File: src/rtl/sha1e_pkg.sv
// SHA-1 hash engine package: shared types, initial hash values, round constants and helpers.
// Depends on nothing; every module of the engine imports it.
`timescale 1ns / 1ps

package sha1e_pkg;

   typedef logic [4:0][31:0] digest_type;

   typedef struct packed {
      logic [31:0] word;
      logic [2:0]  nbytes;
      logic        last;
   } item_type;

   localparam logic [31:0] H0 = 32'h67452301;
   localparam logic [31:0] H1 = 32'hEFCDAB89;
   localparam logic [31:0] H2 = 32'h98BADCFE;
   localparam logic [31:0] H3 = 32'h10325476;
   localparam logic [31:0] H4 = 32'hC3D2E1F0;
   localparam digest_type  SHA1_IV = {H4, H3, H2, H1, H0};

   localparam logic [31:0] K0 = 32'h5A827999;
   localparam logic [31:0] K1 = 32'h6ED9EBA1;
   localparam logic [31:0] K2 = 32'h8F1BBCDC;
   localparam logic [31:0] K3 = 32'hCA62C1D6;

   localparam logic [7:0] PAD_BYTE     = 8'h80;
   localparam logic [6:0] BLOCK_BYTES  = 7'd64;
   localparam logic [6:0] LEN_OFFSET   = 7'd56;
   localparam logic [6:0] LAST_ROUND   = 7'd79;
   localparam logic [2:0] WORD_BYTES   = 3'd4;
   localparam logic [2:0] LAST_INDEX   = 3'd4;

   function automatic logic [31:0] rotl(input logic [31:0] x, input int n);
      rotl = (x << n) | (x >> (32 - n));
   endfunction

endpackage

File: src/rtl/sha1_hash_engine.sv
// SHA-1 hash engine top level: front queue, compression core and digest buffer.
// Depends on sha1e_pkg, sha1e_front, sha1e_core and sha1e_digest_buf.
//
// Usage: message words enter on push/full with req_message_word (first byte in
// bits 31..24), req_valid_bytes (counts above four count as four) and
// req_last_word. A word is taken when push is high and full is low. After the
// last word the engine pads the message, finishes the hash and offers the five
// digest words, index 0 first, on rsp_* while empty is low; pop takes one.
// Flow: the core takes a word in its idle state, then packs it in the append
// state; every completed 64-byte block runs 80 rounds, one per cycle in the
// single round unit, then the chaining add, and goes back to the packer.
// Padding adds one or two blocks. The core takes no new word until it is idle
// again, after packing and any compression. A two-word queue
// in front lets words wait while the core compresses. Reset clears the queues,
// loads the initial hash values and empties the output. If the receiver stalls,
// the digest waits in the output buffer; the core runs on into the next message
// and holds only once a further digest is ready.
`timescale 1ns / 1ps

module sha1_hash_engine (
   input  logic        clock,
   input  logic        reset,
   input  logic        push,
   output logic        full,
   input  logic [31:0] req_message_word,
   input  logic [2:0]  req_valid_bytes,
   input  logic        req_last_word,
   output logic        empty,
   input  logic        pop,
   output logic [31:0] rsp_digest_word,
   output logic [2:0]  rsp_digest_index,
   output logic        rsp_digest_last
);
   import sha1e_pkg::*;

   item_type   item;
   logic       item_valid, item_take;
   logic       dig_free, dig_load;
   digest_type dig_value;

   sha1e_front u_front (
      .clock            (clock),
      .reset            (reset),
      .push             (push),
      .full             (full),
      .req_message_word (req_message_word),
      .req_valid_bytes  (req_valid_bytes),
      .req_last_word    (req_last_word),
      .item_valid       (item_valid),
      .item_take        (item_take),
      .item             (item)
   );

   sha1e_core u_core (
      .clock      (clock),
      .reset      (reset),
      .item_valid (item_valid),
      .item_take  (item_take),
      .item       (item),
      .dig_free   (dig_free),
      .dig_load   (dig_load),
      .dig_value  (dig_value)
   );

   sha1e_digest_buf u_digest (
      .clock            (clock),
      .reset            (reset),
      .dig_load         (dig_load),
      .dig_value        (dig_value),
      .dig_free         (dig_free),
      .empty            (empty),
      .pop              (pop),
      .rsp_digest_word  (rsp_digest_word),
      .rsp_digest_index (rsp_digest_index),
      .rsp_digest_last  (rsp_digest_last)
   );

endmodule

File: src/rtl/sha1e_front.sv
// Front end of the SHA-1 engine: accepts input words, clamps the byte count and
// queues them in a two-entry buffer for the core. Depends on sha1e_pkg.
`timescale 1ns / 1ps

module sha1e_front (
   input  logic               clock,
   input  logic               reset,
   input  logic               push,
   output logic               full,
   input  logic [31:0]        req_message_word,
   input  logic [2:0]         req_valid_bytes,
   input  logic               req_last_word,
   output logic               item_valid,
   input  logic               item_take,
   output sha1e_pkg::item_type item
);
   import sha1e_pkg::*;

   item_type   slot_ff [2];
   item_type   slot_in;
   logic       wr_ptr_ff, wr_ptr_in;
   logic       rd_ptr_ff, rd_ptr_in;
   logic [1:0] count_ff, count_in;
   logic       do_push, do_pop;

   assign full       = (count_ff == 2'd2);
   assign item_valid = (count_ff != 2'd0);
   assign item       = slot_ff[rd_ptr_ff];
   assign do_push    = push && !full;
   assign do_pop     = item_take && item_valid;

   always_comb begin
      slot_in.word   = req_message_word;
      // Counts above a full word are taken as a full word.
      slot_in.nbytes = (req_valid_bytes > WORD_BYTES) ? WORD_BYTES : req_valid_bytes;
      slot_in.last   = req_last_word;
      wr_ptr_in      = do_push ? !wr_ptr_ff : wr_ptr_ff;
      rd_ptr_in      = do_pop ? !rd_ptr_ff : rd_ptr_ff;
      count_in       = count_ff + {1'b0, do_push} - {1'b0, do_pop};
   end

   always_ff @(posedge clock) begin
      if (reset) begin
         wr_ptr_ff <= 1'b0;
         rd_ptr_ff <= 1'b0;
         count_ff  <= 2'd0;
      end else begin
         wr_ptr_ff <= wr_ptr_in;
         rd_ptr_ff <= rd_ptr_in;
         count_ff  <= count_in;
      end
   end

   always_ff @(posedge clock) begin
      if (do_push) begin
         slot_ff[wr_ptr_ff] <= slot_in;
      end
   end

`ifndef NO_ASSERTIONS
   a_count_range: assert property (@(posedge clock) disable iff (reset) count_ff <= 2'd2)
      else $error("front queue count out of range");
   a_ptr_track: assert property (@(posedge clock) disable iff (reset)
      (count_ff == 2'd0 || count_ff == 2'd2) |-> (wr_ptr_ff == rd_ptr_ff))
      else $error("front queue pointers disagree with count");
   a_pop_count: assert property (@(posedge clock) disable iff (reset)
      (do_pop && !do_push) |=> (count_ff == $past(count_ff) - 2'd1))
      else $error("front queue lost track of a word");
`endif

endmodule

File: src/rtl/sha1e_core.sv
// Core of the SHA-1 engine: packs bytes into the block buffer, pads the message,
// runs the 80 rounds and hands the digest to the output buffer. Depends on sha1e_pkg.
`timescale 1ns / 1ps

module sha1e_core (
   input  logic                 clock,
   input  logic                 reset,
   input  logic                 item_valid,
   output logic                 item_take,
   input  sha1e_pkg::item_type  item,
   input  logic                 dig_free,
   output logic                 dig_load,
   output sha1e_pkg::digest_type dig_value
);
   import sha1e_pkg::*;

   typedef enum logic [2:0] {S_IDLE, S_APPEND, S_ROUND, S_ADD, S_DIGEST} state_type;
   typedef enum logic [2:0] {P_MSG, P_ONE, P_ZERO, P_LENH, P_LENL} phase_type;

   state_type   state_ff, state_in;
   phase_type   phase_ff, phase_in;
   logic [511:0] buf_ff, buf_in;
   logic [31:0] src_ff, src_in;
   logic [2:0]  src_n_ff, src_n_in;
   logic        last_ff, last_in;
   logic [5:0]  cnt_ff, cnt_in;
   logic [63:0] len_ff, len_in;
   logic [6:0]  rnd_ff, rnd_in;
   digest_type  chain_ff, chain_in;
   digest_type  work_ff, work_in;

   logic [6:0]  space, cnt_sum, zero_gap;
   logic [2:0]  take_n, zero_n;
   logic [31:0] w_new, w_cur, f_val, k_val, temp;

   assign item_take = (state_ff == S_IDLE);
   assign dig_load  = (state_ff == S_DIGEST) && dig_free;
   assign dig_value = chain_ff;

   always_comb begin
      space    = BLOCK_BYTES - {1'b0, cnt_ff};
      take_n   = ({4'b0, src_n_ff} > space) ? space[2:0] : src_n_ff;
      cnt_sum  = {1'b0, cnt_ff} + {4'b0, take_n};
      // Zero bytes still owed before the length field, at most one word a cycle.
      zero_gap = (cnt_sum < LEN_OFFSET) ? (LEN_OFFSET - cnt_sum) : (BLOCK_BYTES - cnt_sum);
      zero_n   = (zero_gap > {4'b0, WORD_BYTES}) ? WORD_BYTES : zero_gap[2:0];

      w_cur = buf_ff[511 -: 32];
      w_new = rotl(buf_ff[511 -: 32] ^ buf_ff[447 -: 32] ^ buf_ff[255 -: 32] ^
                   buf_ff[95 -: 32], 1);
      if (rnd_ff < 7'd20) begin
         f_val = (work_ff[1] & work_ff[2]) | (~work_ff[1] & work_ff[3]);
         k_val = K0;
      end else if (rnd_ff < 7'd40) begin
         f_val = work_ff[1] ^ work_ff[2] ^ work_ff[3];
         k_val = K1;
      end else if (rnd_ff < 7'd60) begin
         f_val = (work_ff[1] & work_ff[2]) | (work_ff[1] & work_ff[3]) |
                 (work_ff[2] & work_ff[3]);
         k_val = K2;
      end else begin
         f_val = work_ff[1] ^ work_ff[2] ^ work_ff[3];
         k_val = K3;
      end
      temp = rotl(work_ff[0], 5) + f_val + work_ff[4] + w_cur + k_val;

      state_in = state_ff;
      phase_in = phase_ff;
      buf_in   = buf_ff;
      src_in   = src_ff;
      src_n_in = src_n_ff;
      last_in  = last_ff;
      cnt_in   = cnt_ff;
      len_in   = len_ff;
      rnd_in   = rnd_ff;
      chain_in = chain_ff;
      work_in  = work_ff;

      unique case (state_ff)
         S_IDLE: begin
            if (item_valid) begin
               src_in   = item.word;
               src_n_in = item.nbytes;
               last_in  = item.last;
               phase_in = P_MSG;
               state_in = S_APPEND;
            end
         end
         S_APPEND: begin
            unique case (take_n)
               3'd1:    buf_in = {buf_ff[503:0], src_ff[31:24]};
               3'd2:    buf_in = {buf_ff[495:0], src_ff[31:16]};
               3'd3:    buf_in = {buf_ff[487:0], src_ff[31:8]};
               3'd4:    buf_in = {buf_ff[479:0], src_ff};
               default: buf_in = buf_ff;
            endcase
            src_in   = src_ff << {take_n, 3'b000};
            src_n_in = src_n_ff - take_n;
            cnt_in   = cnt_sum[5:0];
            if (phase_ff == P_MSG) begin
               len_in = len_ff + {58'b0, take_n, 3'b000};
            end
            if (cnt_sum == BLOCK_BYTES) begin
               work_in  = chain_ff;
               rnd_in   = 7'd0;
               state_in = S_ROUND;
            end else if (src_n_ff == take_n) begin
               unique case (phase_ff)
                  P_MSG: begin
                     if (last_ff) begin
                        phase_in = P_ONE;
                        src_in   = {PAD_BYTE, 24'b0};
                        src_n_in = 3'd1;
                     end else begin
                        state_in = S_IDLE;
                     end
                  end
                  P_ONE, P_ZERO: begin
                     if (cnt_sum == LEN_OFFSET) begin
                        phase_in = P_LENH;
                        src_in   = len_ff[63:32];
                        src_n_in = WORD_BYTES;
                     end else begin
                        phase_in = P_ZERO;
                        src_in   = 32'b0;
                        src_n_in = zero_n;
                     end
                  end
                  P_LENH: begin
                     phase_in = P_LENL;
                     src_in   = len_ff[31:0];
                     src_n_in = WORD_BYTES;
                  end
                  default: state_in = S_DIGEST;
               endcase
            end
         end
         S_ROUND: begin
            buf_in  = {buf_ff[479:0], w_new};
            work_in = {work_ff[3], work_ff[2], rotl(work_ff[1], 30), work_ff[0], temp};
            rnd_in  = rnd_ff + 7'd1;
            if (rnd_ff == LAST_ROUND) begin
               state_in = S_ADD;
            end
         end
         S_ADD: begin
            for (int i = 0; i < 5; i++) begin
               chain_in[i] = chain_ff[i] + work_ff[i];
            end
            cnt_in   = 6'd0;
            rnd_in   = 7'd0;
            state_in = (phase_ff == P_LENL) ? S_DIGEST : S_APPEND;
         end
         S_DIGEST: begin
            if (dig_free) begin
               chain_in = SHA1_IV;
               cnt_in   = 6'd0;
               len_in   = 64'd0;
               state_in = S_IDLE;
            end
         end
         default: state_in = S_IDLE;
      endcase
   end

   always_ff @(posedge clock) begin
      if (reset) begin
         state_ff <= S_IDLE;
         phase_ff <= P_MSG;
         cnt_ff   <= 6'd0;
         len_ff   <= 64'd0;
         rnd_ff   <= 7'd0;
         chain_ff <= SHA1_IV;
         work_ff  <= '0;
         src_n_ff <= 3'd0;
         last_ff  <= 1'b0;
      end else begin
         state_ff <= state_in;
         phase_ff <= phase_in;
         cnt_ff   <= cnt_in;
         len_ff   <= len_in;
         rnd_ff   <= rnd_in;
         chain_ff <= chain_in;
         work_ff  <= work_in;
         src_n_ff <= src_n_in;
         last_ff  <= last_in;
      end
   end

   always_ff @(posedge clock) begin
      buf_ff <= buf_in;
      src_ff <= src_in;
   end

`ifndef NO_ASSERTIONS
   a_round_range: assert property (@(posedge clock) disable iff (reset)
      (state_ff == S_ROUND) |-> (rnd_ff <= LAST_ROUND))
      else $error("round counter ran past the last round");
   a_len_field: assert property (@(posedge clock) disable iff (reset)
      (state_ff == S_APPEND && phase_ff == P_LENH) |-> ({1'b0, cnt_ff} == LEN_OFFSET))
      else $error("length field not aligned in the block");
   a_digest_wait: assert property (@(posedge clock) disable iff (reset)
      (state_ff == S_DIGEST && !dig_free) |=> (state_ff == S_DIGEST && $stable(chain_ff)))
      else $error("digest dropped while output buffer busy");
   a_take_idle: assert property (@(posedge clock) disable iff (reset)
      (item_take && item_valid) |=> (state_ff == S_APPEND && phase_ff == P_MSG))
      else $error("word taken outside idle");
`endif

endmodule

File: src/rtl/sha1e_digest_buf.sv
// Output buffer of the SHA-1 engine: holds one finished digest and offers its five
// words in order on the result queue. Depends on sha1e_pkg.
`timescale 1ns / 1ps

module sha1e_digest_buf (
   input  logic                  clock,
   input  logic                  reset,
   input  logic                  dig_load,
   input  sha1e_pkg::digest_type dig_value,
   output logic                  dig_free,
   output logic                  empty,
   input  logic                  pop,
   output logic [31:0]           rsp_digest_word,
   output logic [2:0]            rsp_digest_index,
   output logic                  rsp_digest_last
);
   import sha1e_pkg::*;

   digest_type dig_ff;
   logic       valid_ff, valid_in;
   logic [2:0] idx_ff, idx_in;
   logic       do_pop;

   assign do_pop           = pop && valid_ff;
   assign empty            = !valid_ff;
   assign dig_free         = !valid_ff;
   assign rsp_digest_word  = dig_ff[idx_ff];
   assign rsp_digest_index = idx_ff;
   assign rsp_digest_last  = (idx_ff == LAST_INDEX);

   always_comb begin
      valid_in = valid_ff;
      idx_in   = idx_ff;
      if (dig_load) begin
         valid_in = 1'b1;
         idx_in   = 3'd0;
      end else if (do_pop) begin
         if (idx_ff == LAST_INDEX) begin
            valid_in = 1'b0;
            idx_in   = 3'd0;
         end else begin
            idx_in = idx_ff + 3'd1;
         end
      end
   end

   always_ff @(posedge clock) begin
      if (reset) begin
         valid_ff <= 1'b0;
         idx_ff   <= 3'd0;
      end else begin
         valid_ff <= valid_in;
         idx_ff   <= idx_in;
      end
   end

   always_ff @(posedge clock) begin
      if (dig_load) begin
         dig_ff <= dig_value;
      end
   end

`ifndef NO_ASSERTIONS
   a_idx_range: assert property (@(posedge clock) disable iff (reset) idx_ff <= LAST_INDEX)
      else $error("digest index out of range");
   a_load_free: assert property (@(posedge clock) disable iff (reset) dig_load |-> !valid_ff)
      else $error("digest overwritten before it was delivered");
   a_start_zero: assert property (@(posedge clock) disable iff (reset)
      $rose(valid_ff) |-> (idx_ff == 3'd0))
      else $error("digest delivery did not start at word zero");
`endif

endmodule
File: config.mk
export PLATFORM = sky130hd
export DESIGN_NAME = sha1_hash_engine
export DESIGN_NICKNAME = d
export VERILOG_FILES = /design/src/rtl/sha1e_pkg.sv /design/src/rtl/sha1_hash_engine.sv /design/src/rtl/sha1e_front.sv /design/src/rtl/sha1e_core.sv /design/src/rtl/sha1e_digest_buf.sv
export SDC_FILE = /design/constraint.sdc
export NUM_CORES = 2
export LEC_CHECK = 0
export BUFFER_PORTS_ARGS = -buffer_cell sky130_fd_sc_hd__buf_2
export CORE_MARGIN = 8
export CORE_UTILIZATION = 55
export DETAILED_ROUTE_END_ITERATION = 7
export PLACE_DENSITY = 0.71
export SETUP_SLACK_MARGIN = 0.4
export SLEW_MARGIN = 20
export SYNTH_ARGS = -nofsm -noshare
export SYNTH_HDL_FRONTEND = slang
export SYNTH_SLANG_ARGS = --single-unit
File: constraint.sdc
create_clock -name clock -period 45.6 [get_ports clock]
set_input_delay 4.56 -clock clock [delete_from_list [all_inputs] [get_ports clock]]
set_output_delay 4.56 -clock clock [all_outputs]
set_load 0.01 [all_outputs]
==> results_dict.tcl <==
set metrics [dict create \
    grt_max_degree 272 \
    grt_pass1_wl_um 318800 \
    die_h_um 376.4 \
    postCtsResizedCells 0 \
    grt_antenna_before_repair 3 \
    setup_violations 0 \
    syn_inst 8270 \
    crit_arrival_ns 8.64 \
    cp_slowest_cell "buf_4" \
    synth_area_leaders "edfxtp_1, dfxtp_1, nand2_1" \
    clkTransAtPathRegs_ns 0.06 \
    dp_slack_ns 37.64 \
    postCtsHoldBufs 0 \
    p_total_mw 4.005 \
    drc 0 \
    io-pin-count 78 \
    die_x_um 376.4 \
    worst_pin_slew_ns 1.193 \
    setup_slack_ns 37.63 \
    clockBufferDepth 3 \
    cts.sink_count 1189 \
    crit_path_cell_trace "inv_1 > ha_1 > xnor2_1 > inv_1 > ha_1 > a31o_1 > a211oi_4 > mux2i_4 > buf_4 > inv_8 > ha_1 > inv_1 > fa_1 > xor2_1 > nand2_1 > nor4_2 > buf_4 > and2_4 > buf_4 > nand2_1 > a311oi_1" \
    h-tree-depth 4 \
    cts_tree "built" \
    netSwitchingFraction_pct 36.99 \
    yosysSeqAreaShare_pct 44.19 \
    async_reset_ff_share_pct 0 \
    drive_gt1_share_pct 5.867 \
    combinationalPowerShare_pct 30.4 \
    totalWireLength_um 204600 \
    synth-warning-count 0 \
    finClkSkew_ns 0.04310 \
    crit_buf_inv 7 \
    powerDensity_mw_per_mm2 52.09 \
    grt_usage_pct 27.79 \
    p_leak_nw 27.99 \
    cts.root.buffer_cell "clkbuf_16" \
    cpLargestDelayFamily "buffers and inverters" \
    route.vias.total 61160 \
    syn_nets 8649 \
    multi_input_area_mm2 0.03684 \
    drv_slew 0 \
    dr.pass1.iters 8 \
    critPathMaxStageDelay_ns 0.88 \
    synthToLayoutAreaGrowth_pct 7.609 \
    vias_per_cell 6.205 \
    initial_core_util_pct 55.32 \
    endpoint_kind "flop" \
    ant_nets 0 \
    relSlewSlack_pct 20.46 \
    vdd_drop_max_mv 0.04811 \
    wl_per_cell_um 20.76 \
    finalCriticalPeriod_ns 7.968 \
    dpl.hpwl_um 134900 \
    fmax_mhz 125.5 \
    synth_area_leader_cell "edfxtp_1" \
    fillers 11145 \
    grt_overflow 0 \
    rsz0062_at_grt "no" \
    die_area_mm2 0.1417 \
    synth-edff-count 776 \
    postCtsSetupBuffers 0 \
    nets 8380 \
    place_congestion 0.9520 \
    ys_types 103 \
    port_buffers 77 \
    cts_inserted_buffers 134 \
    switching_power_mw 1.481 \
    p_int_mw 2.523 \
    drtIter0Drc 7423 \
    clock_power_share_pct 27.6 \
    setup_tns_ns 0 \
    core_region_area_mm2 0.1292 \
    synth_top_area_share_pct 32.62 \
    power_frac_seq_pct 41.9 \
    synth_ff_type "edfxtp_1" \
    start_kind "flop" \
    grt_pass1_vias 55932 \
    regArea_mm2 0.03157 \
    hold_viol 0 \
    synth_area_mm2 0.07144 \
    clock_latency_ns 0.79 \
    post-synth-top-count-cell "nand2_1" \
    syn_avg_cell_area_um2 8.639 \
    worstPathRequired_ns 46.27 \
    ys_seq_elements 1189 \
    maxCapViolations 0 \
    hold_path.class "flop to flop" \
    crit_type "flop to flop" \
    post-route-period-util_pct 17.47 \
    status "finished clean" \
    num_rows 132 \
    synth_commonest_cells "nand2_1, a21oi_1, edfxtp_1, o21ai_0, nor2_1" \
    path_max_fanout 85 \
]
[placed cells by master (no fill, tap or decap), types with 29 or more instances in the layout]
cell type / Yosys / layout
nand2_1: 2103 / 2098
a21oi_1: 1214 / 1214
edfxtp_1: 776 / 776
o21ai_0: 552 / 552
nor2_1: 448 / 442
dfxtp_1: 413 / 410
ha_1: 211 / 211
inv_1: 195 / 195
xnor2_1: 180 / 180
o21ai_1: 167 / 167
a311oi_1: 146 / 146
clkbuf_16: 0 / 135
xor2_1: 130 / 130
fa_1: 128 / 128
mux2i_1: 90 / 89
buf_2: 193 / 76
a21o_1: 75 / 75
nand3_1: 74 / 73
nor3_1: 73 / 72
buf_4: 12 / 68
o22ai_1: 60 / 60
o221ai_1: 57 / 57
a22oi_1: 46 / 46
a211oi_1: 40 / 40
nor2b_1: 38 / 38
or3_1: 37 / 36
o21a_1: 34 / 34
mux4_2: 32 / 32
a31oi_1: 32 / 32
clkbuf_1: 320 / 31
nand4_1: 30 / 30
and3_1: 29 / 29
[sequential cells by signal, summed over array words and instances (netlist names), 2 cells and up, named ones only]
| signal | flops |
|---|---|
| u_core.src_n_ff | 3 |
| u_core.state_ff | 3 |
| u_digest.rsp_digest_index | 3 |
| u_core.dig_value | 160 |
| u_digest.dig_ff | 160 |
| u_core.src_ff | 32 |
| u_core.len_ff | 61 |
| u_core.rnd_ff | 7 |
| u_core.work_ff | 160 |
| u_front.count_ff | 2 |
| u_front.slot_ff | 72 |
| u_core.phase_ff | 3 |
| u_core.cnt_ff | 6 |
| u_core.buf_ff | 512 |
[power by group through the flow]
stage          Clock [mW]  Combinational [mW]  Sequential (mW)
3_3_place_gp            0                1.16             1.69
2_1_floorplan           0               0.968             1.69
6_report             1.11                1.22             1.68
5_1_grt              1.16                1.37             1.70
3_5_place_dp            0                1.20             1.69
4_1_cts              1.12                1.20             1.67
[cell type report]
cell class	instances	share of cell area [%]
Clock buffer	172	4.653
Tap cell	1742	2.835
Antenna cell	1	0.003255
Multi-Input combinational cell	6324	47.92
Timing Repair Buffer	153	1.362
Clock inverter	76	1.164
Sequential cell	1189	41.07
Inverter	199	0.9944
[worst register-to-register path, delay by kind of cell, from the launching register on]
kind / cells / cell delay, ns
fa+ha+maj: 4 / 1.11
flops: 1 / 0.47
buf+inv: 7 / 2.47
compound gates: 3 / 0.92
xor+xnor: 2 / 0.50
simple gates: 4 / 1.52
mux: 1 / 0.87
[through the flow]
stage          area, µm²  instances  hold slack, ns  utilization (%)
5_1_grt            76880       9855          0.5033            59.52
3_5_place_dp       72350       9605          0.4823            56.02
4_1_cts            76830       9853          0.4872            59.48
6_report           76880       9856          0.4923            59.53
3_3_place_gp       72350       9605          0.4789            56.02
2_1_floorplan      71440       8270          0.4300                -
[worst paths after layout]
check                              from              endpoint  slack, ns  depth (start not counted)
setup / recovery       u_core.cnt_ff[0]   u_core.work_ff[112]      37.63                         21
hold / removal    u_core.dig_value[102]  u_digest.dig_ff[102]       0.49                          0
setup reg to reg       u_core.cnt_ff[0]   u_core.work_ff[112]      37.63                         21
hold reg to reg   u_core.dig_value[102]  u_digest.dig_ff[102]       0.49                          0
[cell families after synthesis]
group	Yosys count	synth area share (%)
flops	1189	44.19
xor+xnor	310	3.800
mux	125	2.322
buf+inv	757	4.413
simple gates	2936	16.70
compound gates	2614	21.30
fa+ha+maj	339	7.282
[per-layer routing]
layer,vias to the layer above,global-route usage [%],wire length [µm]
met5,-,0,13
met3,457,4.073,16790
met4,2,12.25,9474
li1,28857,-,-
met2,2602,42.99,92200
met1,29242,38.87,86150
No activity file was read; power rests on OpenSTA's default activity.
